**config.mk**
```make
export PLATFORM = sky130hd
export DESIGN_NAME = utf8_stream_decoder
export DESIGN_NICKNAME = d
export VERILOG_FILES = /design/src/hw/rtl/utf8d_pkg.sv /design/src/hw/rtl/utf8d_step_unit.sv /design/src/hw/rtl/utf8_stream_decoder.sv
export SDC_FILE = /design/constraint.sdc
export NUM_CORES = 1
export LEC_CHECK = 0
export CAP_MARGIN = 0
export CORE_MARGIN = 3
export CORE_UTILIZATION = 60
export CTS_CLUSTER_SIZE = 14
export DETAILED_ROUTE_END_ITERATION = 7
export DONT_BUFFER_PORTS = 1
export GPL_TIMING_DRIVEN = 0
export PLACE_DENSITY = 0.76
export SYNTH_ARGS = -nofsm -noshare
export SYNTH_HDL_FRONTEND = slang
export SYNTH_SLANG_ARGS = --single-unit
```
**constraint.sdc**
```tcl
create_clock -name clk -period 11.5 [get_ports clk]
set_input_delay 0.575 -clock clk [delete_from_list [all_inputs] [get_ports clk]]
set_output_delay 0.575 -clock clk [all_outputs]
set_load 0.02 [all_outputs]
```
**src/hw/rtl/utf8d_pkg.sv**
```systemverilog
// Shared types, constants and lead byte classification for the UTF-8 stream decoder.
`default_nettype none

package utf8d_pkg;

	localparam logic [20:0] REPL_CP   = 21'h00FFFD;
	localparam logic [20:0] MAX_CP    = 21'h10FFFF;
	localparam logic [20:0] SURR_LO   = 21'h00D800;
	localparam logic [20:0] SURR_HI   = 21'h00DFFF;
	localparam logic [20:0] MIN_CP2   = 21'h000080;
	localparam logic [20:0] MIN_CP3   = 21'h000800;
	localparam logic [20:0] MIN_CP4   = 21'h010000;
	localparam logic [1:0]  CONT_TAG  = 2'b10;

	// sequence lengths; LEN_BAD marks a byte that cannot start a sequence
	localparam logic [2:0] LEN_BAD = 3'd0;
	localparam logic [2:0] LEN_1   = 3'd1;
	localparam logic [2:0] LEN_2   = 3'd2;
	localparam logic [2:0] LEN_3   = 3'd3;
	localparam logic [2:0] LEN_4   = 3'd4;

	typedef struct packed {
		logic [7:0] in_byte;
		logic       string_end;
	} byte_item_t;

	typedef struct packed {
		logic [20:0] code_point;
		logic        replaced;
		logic        run_last;
		logic        string_done;
	} cp_item_t;

	// outcome of one decode step at the current buffer position
	typedef struct packed {
		logic        emit;
		logic [20:0] cp;
		logic        repl;
		logic [2:0]  adv;
	} step_t;

	function automatic logic [2:0] lead_len(input logic [7:0] lead);
		logic [2:0] len;
		begin
			case (lead) inside
				[8'h00:8'h7F]: len = LEN_1;
				[8'hC0:8'hDF]: len = LEN_2;
				[8'hE0:8'hEF]: len = LEN_3;
				[8'hF0:8'hF7]: len = LEN_4;
				default:       len = LEN_BAD;
			endcase
			return len;
		end
	endfunction

endpackage

`default_nettype wire

```
**src/hw/rtl/utf8d_step_unit.sv**
```systemverilog
// Decodes one sequence at the head of a four byte window and reports how far to advance.
`default_nettype none

module utf8d_step_unit
	import utf8d_pkg::*;
(
	input  wire logic [31:0] win,
	input  wire logic [2:0]  avail,
	input  wire logic        fin,
	output step_t            step
);

	logic [7:0]  lead;
	logic [2:0]  len;
	logic        cont_ok;
	logic [20:0] cp;
	logic        overlong;

	assign lead = win[7:0];
	assign len  = lead_len(lead);

	always_comb begin
		cont_ok  = 1'b1;
		cp       = {13'd0, lead};
		overlong = 1'b0;
		case (len)
			LEN_2: begin
				cont_ok  = (win[15:14] == CONT_TAG);
				cp       = {10'd0, lead[4:0], win[13:8]};
				overlong = (cp < MIN_CP2);
			end
			LEN_3: begin
				cont_ok  = (win[15:14] == CONT_TAG) && (win[23:22] == CONT_TAG);
				cp       = {5'd0, lead[3:0], win[13:8], win[21:16]};
				overlong = (cp < MIN_CP3);
			end
			LEN_4: begin
				cont_ok  = (win[15:14] == CONT_TAG) && (win[23:22] == CONT_TAG)
					&& (win[31:30] == CONT_TAG);
				cp       = {lead[2:0], win[13:8], win[21:16], win[29:24]};
				overlong = (cp < MIN_CP4);
			end
			default: begin
				cont_ok  = 1'b1;
				cp       = {13'd0, lead};
				overlong = 1'b0;
			end
		endcase
	end

	always_comb begin
		step.emit = 1'b1;
		step.cp   = REPL_CP;
		step.repl = 1'b1;
		step.adv  = 3'd1;
		if (len == LEN_BAD) begin
			step.adv = 3'd1;
		end else if (avail < len) begin
			// truncated: one replacement at string end, otherwise hold and wait
			step.emit = fin;
			step.adv  = fin ? avail : 3'd0;
		end else if (cont_ok && !overlong && (cp <= MAX_CP)
				&& !((cp >= SURR_LO) && (cp <= SURR_HI))) begin
			step.cp   = cp;
			step.repl = 1'b0;
			step.adv  = len;
		end
	end

endmodule

`default_nettype wire

```
**src/hw/rtl/utf8_stream_decoder.sv**
```systemverilog
// A byte is taken while idle, then each result is registered into the output register.
// No new byte is taken until the run ends; the step unit decodes one sequence of the held window
// per cycle while the output register is free.
// Output stalls hold the step unit until the output register frees.
// Reset (arst_n low) clears the held count, sequencer and output valid; held bytes are not cleared.
`default_nettype none

module utf8_stream_decoder
	import utf8d_pkg::*;
(
	input  wire logic       clk,
	input  wire logic       arst_n,
	input  wire logic       byte_valid,
	output logic            byte_stall,
	input  wire byte_item_t byte_data,
	output logic            cp_valid,
	input  wire logic       cp_stall,
	output cp_item_t        cp_data
);

	typedef enum logic [1:0] {
		ST_IDLE = 2'b01,
		ST_RUN  = 2'b10
	} state_t;

	state_t      state_q;
	logic [31:0] buf_q;
	logic [2:0]  cnt_q;
	logic [1:0]  pos_q;
	logic        end_q;
	logic        out_valid_q;
	cp_item_t    out_q;

	logic [31:0] win;
	logic [2:0]  avail;
	step_t       step;
	logic [2:0]  np;
	logic [31:0] nwin;
	logic [2:0]  nlen;
	logic [2:0]  rem;
	logic        last;
	logic        go;
	logic        accept;
	logic        load_out;
	logic        finish;

	assign accept   = byte_valid && !byte_stall;
	assign byte_stall = (state_q != ST_IDLE);

	assign win   = buf_q >> {pos_q, 3'b000};
	assign avail = cnt_q - {1'b0, pos_q};

	utf8d_step_unit u_step (
		.win  (win),
		.avail(avail),
		.fin  (end_q),
		.step (step)
	);

	assign np   = {1'b0, pos_q} + step.adv;
	assign nwin = buf_q >> {np, 3'b000};
	assign nlen = lead_len(nwin[7:0]);
	assign rem  = cnt_q - np;
	// last result when nothing remains or the remaining bytes must wait for more input
	assign last = (np == cnt_q) || (!end_q && (nlen != LEN_BAD) && (rem < nlen));

	assign go       = !out_valid_q || !cp_stall;
	assign load_out = (state_q == ST_RUN) && step.emit && go;
	assign finish   = (state_q == ST_RUN) && (!step.emit || (go && last));

	always_ff @(posedge clk or negedge arst_n) begin
		if (!arst_n) begin
			state_q     <= ST_IDLE;
			cnt_q       <= 3'd0;
			pos_q       <= 2'd0;
			end_q       <= 1'b0;
			out_valid_q <= 1'b0;
		end else begin
			case (state_q)
				ST_IDLE: begin
					if (accept) begin
						cnt_q   <= cnt_q + 3'd1;
						pos_q   <= 2'd0;
						end_q   <= byte_data.string_end;
						state_q <= ST_RUN;
					end
				end
				ST_RUN: begin
					if (finish) begin
						cnt_q   <= rem;
						pos_q   <= 2'd0;
						state_q <= ST_IDLE;
					end else if (load_out) begin
						pos_q <= np[1:0];
					end
				end
				default: begin
					state_q <= ST_IDLE;
				end
			endcase
			if (load_out) begin
				out_valid_q <= 1'b1;
			end else if (!cp_stall) begin
				out_valid_q <= 1'b0;
			end
		end
	end

	always_ff @(posedge clk) begin
		if (accept) begin
			buf_q[{cnt_q[1:0], 3'b000} +: 8] <= byte_data.in_byte;
		end else if (finish) begin
			buf_q <= nwin;
		end
		if (load_out) begin
			out_q.code_point  <= step.cp;
			out_q.replaced    <= step.repl;
			out_q.run_last    <= last;
			out_q.string_done <= last && end_q;
		end
	end

	assign cp_valid = out_valid_q;
	assign cp_data  = out_q;

	a_idle_count: assert property (@(posedge clk) disable iff (!arst_n)
		state_q == ST_IDLE |-> cnt_q <= 3'd3)
		else $error("held byte count above three while idle");

	a_run_pos: assert property (@(posedge clk) disable iff (!arst_n)
		state_q == ST_RUN |-> {1'b0, pos_q} < cnt_q)
		else $error("decode position past held bytes");

	a_accept_run: assert property (@(posedge clk) disable iff (!arst_n)
		byte_valid && !byte_stall |=> state_q == ST_RUN)
		else $error("sequencer did not start after byte transfer");

	a_done_last: assert property (@(posedge clk) disable iff (!arst_n)
		cp_valid |-> !cp_data.string_done || cp_data.run_last)
		else $error("string_done without run_last");

	a_repl_cp: assert property (@(posedge clk) disable iff (!arst_n)
		cp_valid && cp_data.replaced |-> cp_data.code_point == REPL_CP)
		else $error("replacement flag on a decoded code point");

	a_end_flush: assert property (@(posedge clk) disable iff (!arst_n)
		finish && end_q |=> cnt_q == 3'd0)
		else $error("bytes held across string end");

endmodule

`default_nettype wire
```
---- Word-level counts from Yosys, hierarchy flattened ----
Index checks and enable logic that the tools add are counted.
cells by class
  add/sub/neg operators ................... 5
  magnitude comparators ................... 24
  equality and inequality tests ........... 14
  shift-type cells ........................ 4
  mux-type cells .......................... 33
  bitwise gates (word level) .............. 1
  reduce and logical (&&, ||, !) cells .... 42
operators with widths
  kind                                                                                   count
  32-bit two-way mux                                                                     2
  21-bit one-hot mux with 3 select lines                                                 1
  8-bit greater-or-equal comparator, second input constant                               6
  8-bit <= comparator, second input constant                                             6
  3-bit two-way mux                                                                      13
  32-bit bitwise mux                                                                     1
  8-bit by 7-bit variable shift with 32-bit output, first input constant                 1
  8-bit by 7-bit variable part select with 32-bit output                                 1
  32-bit by 5-bit >> shifter with 32-bit output                                          1
  32-bit by 6-bit >> shifter with 32-bit output                                          1
  25-bit two-way mux                                                                     1
  23-bit two-way mux                                                                     1
  1-bit logical AND                                                                      22
  22-bit two-way mux                                                                     1
  21-bit by 16-bit greater-or-equal comparator with 1-bit output, second input constant  1
  21-bit by 16-bit <= comparator with 1-bit output, second input constant                1
  21-bit <= comparator, second input constant                                            1
  21-bit by 17-bit < comparator with 1-bit output, second input constant                 1
  8-bit by 1-bit greater-or-equal comparator with 1-bit output, second input constant    2
  8-bit by 7-bit <= comparator with 1-bit output, second input constant                  2
  16-bit by 12-bit < comparator with 1-bit output, second input constant                 1
  11-bit by 8-bit < comparator with 1-bit output, second input constant                  1
  2-bit two-way mux                                                                      5
  2-bit == test, second input constant                                                   4
  other kinds (27)                                                                       46
word-level totals
  register bits after elaboration ......... 65
  output and inout port bits .............. 26
  logic and storage cells ................. 133

---- Longest topological paths before layout ----
Gate-level depths: netlist (run 1).
  word-level depth ........................ 33
  mapped depth ............................ 27
  mapped depth without buffers ............ 26

---- Hierarchy ----
Synthesis (run 1) repeated with hierarchy kept, for this count alone.
second synthesis, totals
  cells, all modules ...................... 493
  area total of the unflattened synthesis .. 4863.4 um2
by module, submodules not included
  module               instances  cells an instance  area each (um2)  sequential area each (um2)
  utf8_stream_decoder  1          354                3933.8           1908.1
  utf8d_step_unit      1          139                929.6            0.0

---- Worst setup path before layout (run 1) ----
No wires, ideal clock.
  path type ............................... register -> register
  from .................................... register pos_q[0]
  to ...................................... register buf_q[10] (enable)
  setup time .............................. 331 ps
  data arrival time ....................... 6127 ps
  data required time ...................... 11169 ps
  slack ................................... 5042 ps
  stages on the path, launching flop included .. 28
  period minus slack after synthesis ...... 6458 ps
  path through ............................ dfrtp_1 > buf_6 > buf_8 > mux4_2 > or3_1 > clkbuf_1 > ha_1 > a21oi_1 > nand2_1 > o21ai_0 > nor3b_1 > nand3_1 > a21oi_1 > a22oi_1 > ha_1 > fa_1 > clkbuf_1 > mux4_2 > and3_1 > nand2_1 > ha_1 > nor2b_1 > o21ai_0 > nor3b_1 > and3_1 > a32oi_1 > nand2_2 > a22o_1
between the ends
  cells in the longest elaborated chain, start to end .. 32
RTL lines
  element                                                                                                                  line                        text
  from (decl)                                                                                                              utf8_stream_decoder.sv:29   logic [1:0] pos_q;
  from (signal assigned)                                                                                                   utf8_stream_decoder.sv:94   pos_q <= np[1:0];
  parallel branches: the longest is 29 deep, another holds 21-bit by 16-bit greater-or-equal comparator with 1-bit output  -
  1-bit logical OR *                                                                                                       utf8_stream_decoder.sv:69   assign finish = (state_q == ST_RUN) && (!step.emit || (go && last));
  1-bit logical AND *                                                                                                      utf8_stream_decoder.sv:69
  2-bit nonzero test (no line) *                                                                                           -
  to (signal, indexed assignment)                                                                                          utf8_stream_decoder.sv:111  buf_q[{cnt_q[1:0], 3'b000} +: 8] <= byte_data.in_byte;
  to (signal assigned)                                                                                                     utf8_stream_decoder.sv:113  buf_q <= nwin;
  to (decl)                                                                                                                utf8_stream_decoder.sv:27   logic [31:0] buf_q;
Mark *: on every way between the ends.
A chain may end at the register's enable or synchronous reset.

---- Worst setup path in the final report (run 1) ----
  from .................................... register pos_q[1]
  to ...................................... register buf_q[12] (enable)
The elaborated chain is that of the path after synthesis.

==> results of run 1 <==
-- worst max-delay path by stage --
stage	cells after the start	startpoint	endpoint
final	27	pos_q[1]$_DFFE_PN0P_	buf_q[12]$_DFFE_PP_
after global routing	27	pos_q[1]$_DFFE_PN0P_	buf_q[14]$_DFFE_PP_
after CTS	27	pos_q[1]$_DFFE_PN0P_	buf_q[12]$_DFFE_PP_
after detailed placement	27	pos_q[1]$_DFFE_PN0P_	buf_q[9]$_DFFE_PP_
after global placement	27	pos_q[1]$_DFFE_PN0P_	buf_q[9]$_DFFE_PP_
after floorplan	27	pos_q[0]$_DFFE_PN0P_	buf_q[10]$_DFFE_PP_
-- logic make-up (layout without fill, tap and decap cells) --
kind of cell / count (synthesis) / after routing / share of synthesized area
AO/OA/AOI/OAI: 143 / 143 / 0.2169
XOR/XNOR: 4 / 4 / 0.008783
adder cells (fa/ha/maj): 15 / 15 / 0.04339
buffers and inverters: 48 / 66 / 0.04545
flip-flops: 65 / 65 / 0.3939
multiplexers: 41 / 41 / 0.1291
AND/OR/NAND/NOR: 153 / 153 / 0.1624
-- metal layers --
| metal | track usage | vias up |
|---|---|---|
| met5 | 0 | - |
| met4 | 0.06991 | 0 |
| met3 | 0.05238 | 24 |
| met2 | 0.4470 | 223 |
| met1 | 0.4012 | 2043 |
| li1 | - | 1867 |
-- final cells by class --
class | count | area (sq um) | share of cell area
Buffer | 34 | 167.7 | 0.03209
Clock buffer | 9 | 123.9 | 0.02371
Timing Repair Buffer | 2 | 25.02 | 0.004789
Sequential cell | 65 | 1908 | 0.3652
Inverter | 14 | 52.55 | 0.01006
Clock inverter | 7 | 95.09 | 0.01820
Multi-Input combinational cell | 356 | 2725 | 0.5216
Tap cell | 102 | 127.6 | 0.02443
-- metrics by stage --
stage	hold WS, ns	worst slack, ns	std cells	util	instance area [sq um]
final	0.05962	3.657	589	0.6727	5225
after global routing	0.03856	3.124	589	0.6727	5225
after CTS	0.04810	3.757	589	0.6719	5219
after detailed placement	0.2796	3.790	572	0.6424	4990
after global placement	0.2796	3.958	571	0.6401	4972
after floorplan	0.2794	5.042	469	-	4845
-- timing repair --
item / in CTS / in global routing
hold buffers: 1 / 0
setup endpoints to repair: 0 / 0
buffers inserted: 0 / 0
endpoints found under the hold margin: 8 / 0
-- cells in the final DEF (no fill, tap or decap), types with 7 or more instances in the layout --
cell type / instances
nor2_1: 27
ha_1: 12
nor2b_1: 10
nand3_1: 13
a22oi_1: 23
nor3_1: 9
mux2i_1: 16
mux4_2: 15
dfrtp_1: 8
o211ai_1: 10
o2111ai_1: 7
nand2b_1: 8
edfxtp_1: 56
buf_2: 7
inv_1: 13
a21oi_1: 13
mux2_2: 9
o21ai_0: 29
nand2_1: 47
clkbuf_8: 9
clkbuf_1: 18
a32o_1: 8
a22o_1: 14
-- sequential cells by signal, summed over array words and instances (netlist names) --
signal and cells:
buf_q 32, end_q 1, cp_valid 1, cp_data 24, cnt_q 3, pos_q 2
state_q 2
==> summary.txt, run 1 <==
Die
  • Die width: 95.86 microns
  • Row cnt: 32
  • Full die area: between 9000 and 10000 sq um
  • IO Pins: 39
  • Die H: 95.86 microns
  • Core ar.: 7767 sq um
  • Initial Util: 0.6237

Synthesis
  • Yosys reg bits: 65
  • Mapped Area: 4845 sq um
  • Register area share after synthesis: 0.3939
  • Synth Instances: 469
  • Number of flops mapped to enable cells by yosys: 56
  • Main area contributors after synthesis: edfxtp_1 (35%), mux4_2 (7.0%), dfrtp_1 (4.1%), nand2_1 (3.6%), a22oi_1 (3.6%)
  • Top cell type's share of synthesized area: 0.3471
  • Syn nets: 497
  • Area leader, netlist: edfxtp_1
  • Synth cell types: 73
  • Synth cell count leaders: edfxtp_1 (56), nand2_1 (47), o21ai_0 (29)
  • Main synth FF type: edfxtp_1
  • Async SR Flop Fraction: 0.1385
  • Most frequent cell after synthesis: edfxtp_1
  • Syn_area_per_cell: 10.33 sq um
  • Ys Warns: 0

Routing
  • Detailed-route via count: 4157
  • Initial DRC count: around 440
  • Post-route ant nets: 0
  • Routed WL per cell: 21.26 microns
  • Drc violations: 0
  • WL met1: 5.400 mm
  • WL met3: roughly 1.0 mm
  • DR WL met2: approximately 5.9 mm
  • Max layer used: met4
  • WL final: 12.52 mm
  • Vias/cell: 7.058
  • Drt first pass iters: 6

Cells and area
  • Fin nets: 510
  • Fillers: 607
  • ANT cells: 0
  • Layout area overhead: 7.851%
  • Layout cells sized above 1: 0.1520

Clock network
  • TritonCTS clock tree: yes
  • CTS Buf Count: 9
  • Clock sinks: 65
  • Clock Tree Root: clkbuf_8
  • Clock latency on the worst-skew pair: 0.35 ns
  • H-tree lvl count: 3
  • Post-CTS Resized: 0
  • CTS max path bufs: 2
  • Reg clk slew, reported paths: 0.08 ns

Setup path
  • CP max stage delay: 0.59 ns
  • R2R Path End: buf_q[12]$_DFFE_PP_
  • Worst path required time: 11.50 ns
  • Flop2flop setup slack: 3.66 ns
  • CP max FO: 10
  • CP Capture Type: register
  • CP max-delay cell: a21oi_1
  • Startpoint types: register
  • CP Class: reg2reg
  • FF-to-FF path depth: 27
  • R2R Path Start: pos_q[1]$_DFFE_PN0P_
  • Crit path DAT: 7.85 ns
  • Delay-heaviest family, CP: adder cells
  • Worst path buffer plus inverter count: 4

Placed design
  • DP Wirelength: 9.234 mm
  • PortBufs: 0
  • Placer congestion estimate: 0.9210

Global route
  • Initial antenna violation count: 0
  • Vias in the first global route: 3857
  • First-pass GRT wire length: about 20 mm
  • Pin count of the biggest net entering global routing: 23
  • GRT Total Usage: 0.2818
  • Grt ovf: 0

Timing
  • Min Tclk post-route: 7.843 ns
  • Slew Viols, Final: 0
  • RSZ-0062 raised after global routing: no
  • Tightest Pin Transition: 0.9426 ns
  • Setup violators final: 0
  • Max Fclk: 127.5 MHz
  • Fin crit share: 0.6820
  • Relative slew slack: 0.3668
  • Setup TNS Final: 0 ns
  • Final Skew: 0.01097 ns
  • Final hold vios: 0

Run
  • Max-Cap Viols: 0

Min path
  • Hold Path Class: in2async

Status
  • Status: complete, no violations
Power of run 1 is not shown: default switching activity piles up to over one toggle a cycle in this logic, so the estimate is an artifact.
==> run 2: changes to the inputs <==
CORE_UTILIZATION = 59   (was 60)
PLACE_DENSITY = 0.78   (was 0.76)
clock period = 6.7 ns   (was 11.5 ns; I/O delays follow)
==> summary.txt, run 2 (same netlist as run 1, synthesis figures left out) <==
Cells and area
  • Fillers: 623
  • Layout area overhead: 9.556%
  • Post-Layout Cell Count: 595
  • Layout cells sized above 1: 0.1927
  • Util after Layout: 0.6763
  • Leading cell type in the layout, fill and taps excluded: edfxtp_1
  • Largest reg by FF count: buf_q
  • Max reg flops: 32
  • Final Cell Area: 5308 sq um
  • Fin nets: 516
  • Most frequent cells in the layout: edfxtp_1 (56), nand2_1 (46), nor2_1 (27), o21ai_0 (27), a22oi_1 (23)
  • ANT cells: 0

Routing
  • Max layer used: met4
  • Drt first pass iters: 5
  • Initial DRC count: 423
  • Routed WL per cell: 21.57 microns
  • Post-route ant nets: 0
  • Vias/cell: 7.052
  • WL met3: 1.056 mm
  • DR WL met2: around 5.9 mm
  • WL met1: 5.427 mm
  • Detailed-route via count: 4196
  • WL final: roughly 13 mm
  • Drc violations: 0

Clock network
  • CTS max path bufs: 2
  • Clock latency on the worst-skew pair: approximately 0.36 ns
  • CTS Buf Count: 9
  • Clock sinks: 65
  • TritonCTS clock tree: yes
  • Clock Tree Root: clkbuf_8
  • H-tree lvl count: 3
  • Reg clk slew, reported paths: approximately 0.070 ns

Setup path
  • Delay-heaviest family, CP: compound AO/OA/AOI/OAI gates
  • R2R Path End: buf_q[13]$_DFFE_PP_
  • Crit path DAT: 6.61 ns
  • Worst path buffer plus inverter count: 4
  • CP max-delay cell: fa_1
  • CP max FO: 10
  • Critical path depth: 26
  • Flop2flop setup slack: 0.19 ns
  • CP max stage delay: 0.47 ns
  • FF-to-FF path depth: 26
  • Worst path required time: 6.80 ns
  • Startpoint types: register
  • Most used cell, CP: a22oi_1
  • CP Class: reg2reg
  • R2R Path Start: pos_q[0]$_DFFE_PN0P_
  • CP Capture Type: register

Global route
  • GRT Total Usage: 0.2759
  • Vias in the first global route: 4062
  • Grt ovf: 0
  • Pin count of the biggest net entering global routing: 23
  • Initial antenna violation count: 0
  • First-pass GRT wire length: 21.22 mm

Timing
  • Tightest Pin Transition: 0.9560 ns
  • Fin crit share: 0.9718
  • Min Tclk post-route: about 6.5 ns
  • Max Fclk: 153.6 MHz
  • Relative slew slack: 0.3584
  • Final hold vios: 0
  • Final Skew: 0.01822 ns
  • Setup TNS Final: 0 ns
  • Setup violators final: 0
  • Slew Viols, Final: 0

Die
  • Full die area: slightly above 9000 sq um
  • Die width: a little under 100 microns
  • IO Pins: 39
  • Initial Util: 0.6173
  • Die H: 96.62 microns
  • Core ar.: just under 8000 sq um
  • Row cnt: 32

Placed design
  • Placer congestion estimate: ~0.96
  • Placed cells: ~570
  • PortBufs: 0
  • DP Wirelength: 9.512 mm
  • Dpl cell area: 4990 sq um

Min path
  • Hold Crit Depth: 2
  • Hold Path Class: in2reg
  • Hold path endpoint: end_q$_DFFE_PN0P_
  • Hold wc startpoint: byte_data[0]

Run
  • Max-Cap Viols: 0

Status
  • Status: complete, no violations
## run 2: cell types whose count changed in the layout (fill, tap and decap cells not counted), sizes merged
cell      change
buf           +6
bufinv        -2
clkinv        +1
clkinvlp      +1
## run 2: worst max-delay path by stage
stage	from	endpoint	slack, ns
3_5_place_dp	pos_q[1]$_DFFE_PN0P_	buf_q[26]$_DFFE_PP_	-0.97
6_report	pos_q[0]$_DFFE_PN0P_	buf_q[13]$_DFFE_PP_	0.19
4_1_cts	pos_q[0]$_DFFE_PN0P_	buf_q[13]$_DFFE_PP_	0.002
2_1_floorplan	pos_q[0]$_DFFE_PN0P_	buf_q[10]$_DFFE_PP_	0.24
3_3_place_gp	pos_q[0]$_DFFE_PN0P_	buf_q[9]$_DFFE_PP_	-0.85
5_1_grt	pos_q[0]$_DFFE_PN0P_	buf_q[12]$_DFFE_PP_	-0.03
## run 2: final cells by class
cell class,instances,area [sq um],share of cell area
multi-input combinational,356,2794,0.5264
timing repair buffer,9,77.57,0.01462
clock inverter,7,47.55,0.008958
tap,102,127.6,0.02405
sequential,65,1909,0.3597
clock buffer,9,123.9,0.02334
buffer,33,175.2,0.03300
inverter,14,52.55,0.009901
## run 2: stage by stage
stage               worst slack (ns)  hold WS, ns
floorplan                     0.2419      0.03941
global placement             -0.8489      0.03962
detailed placement           -0.9672      0.03964
CTS                         0.002259      0.09510
global route                -0.03184      0.09273
finish                        0.1892      0.09687
## run 2: routing by layer
layer / vias up / global-route usage
li1: 1870 / -
met1: 2019 / 0.3979
met2: 261 / 0.4257
met3: 46 / 0.04975
met4: 0 / 0.08639
met5: - / 0
## run 2: repair_timing
action                                 in CTS  in global routing
endpoints found under the hold margin       9                  0
pin swaps                                   2                  3
buffers inserted                            2                  5
hold buffers                                1                  0
setup endpoints to repair                  41                 39
gates resized for setup                    11                 19
Power of run 2 is left out for the same reason.
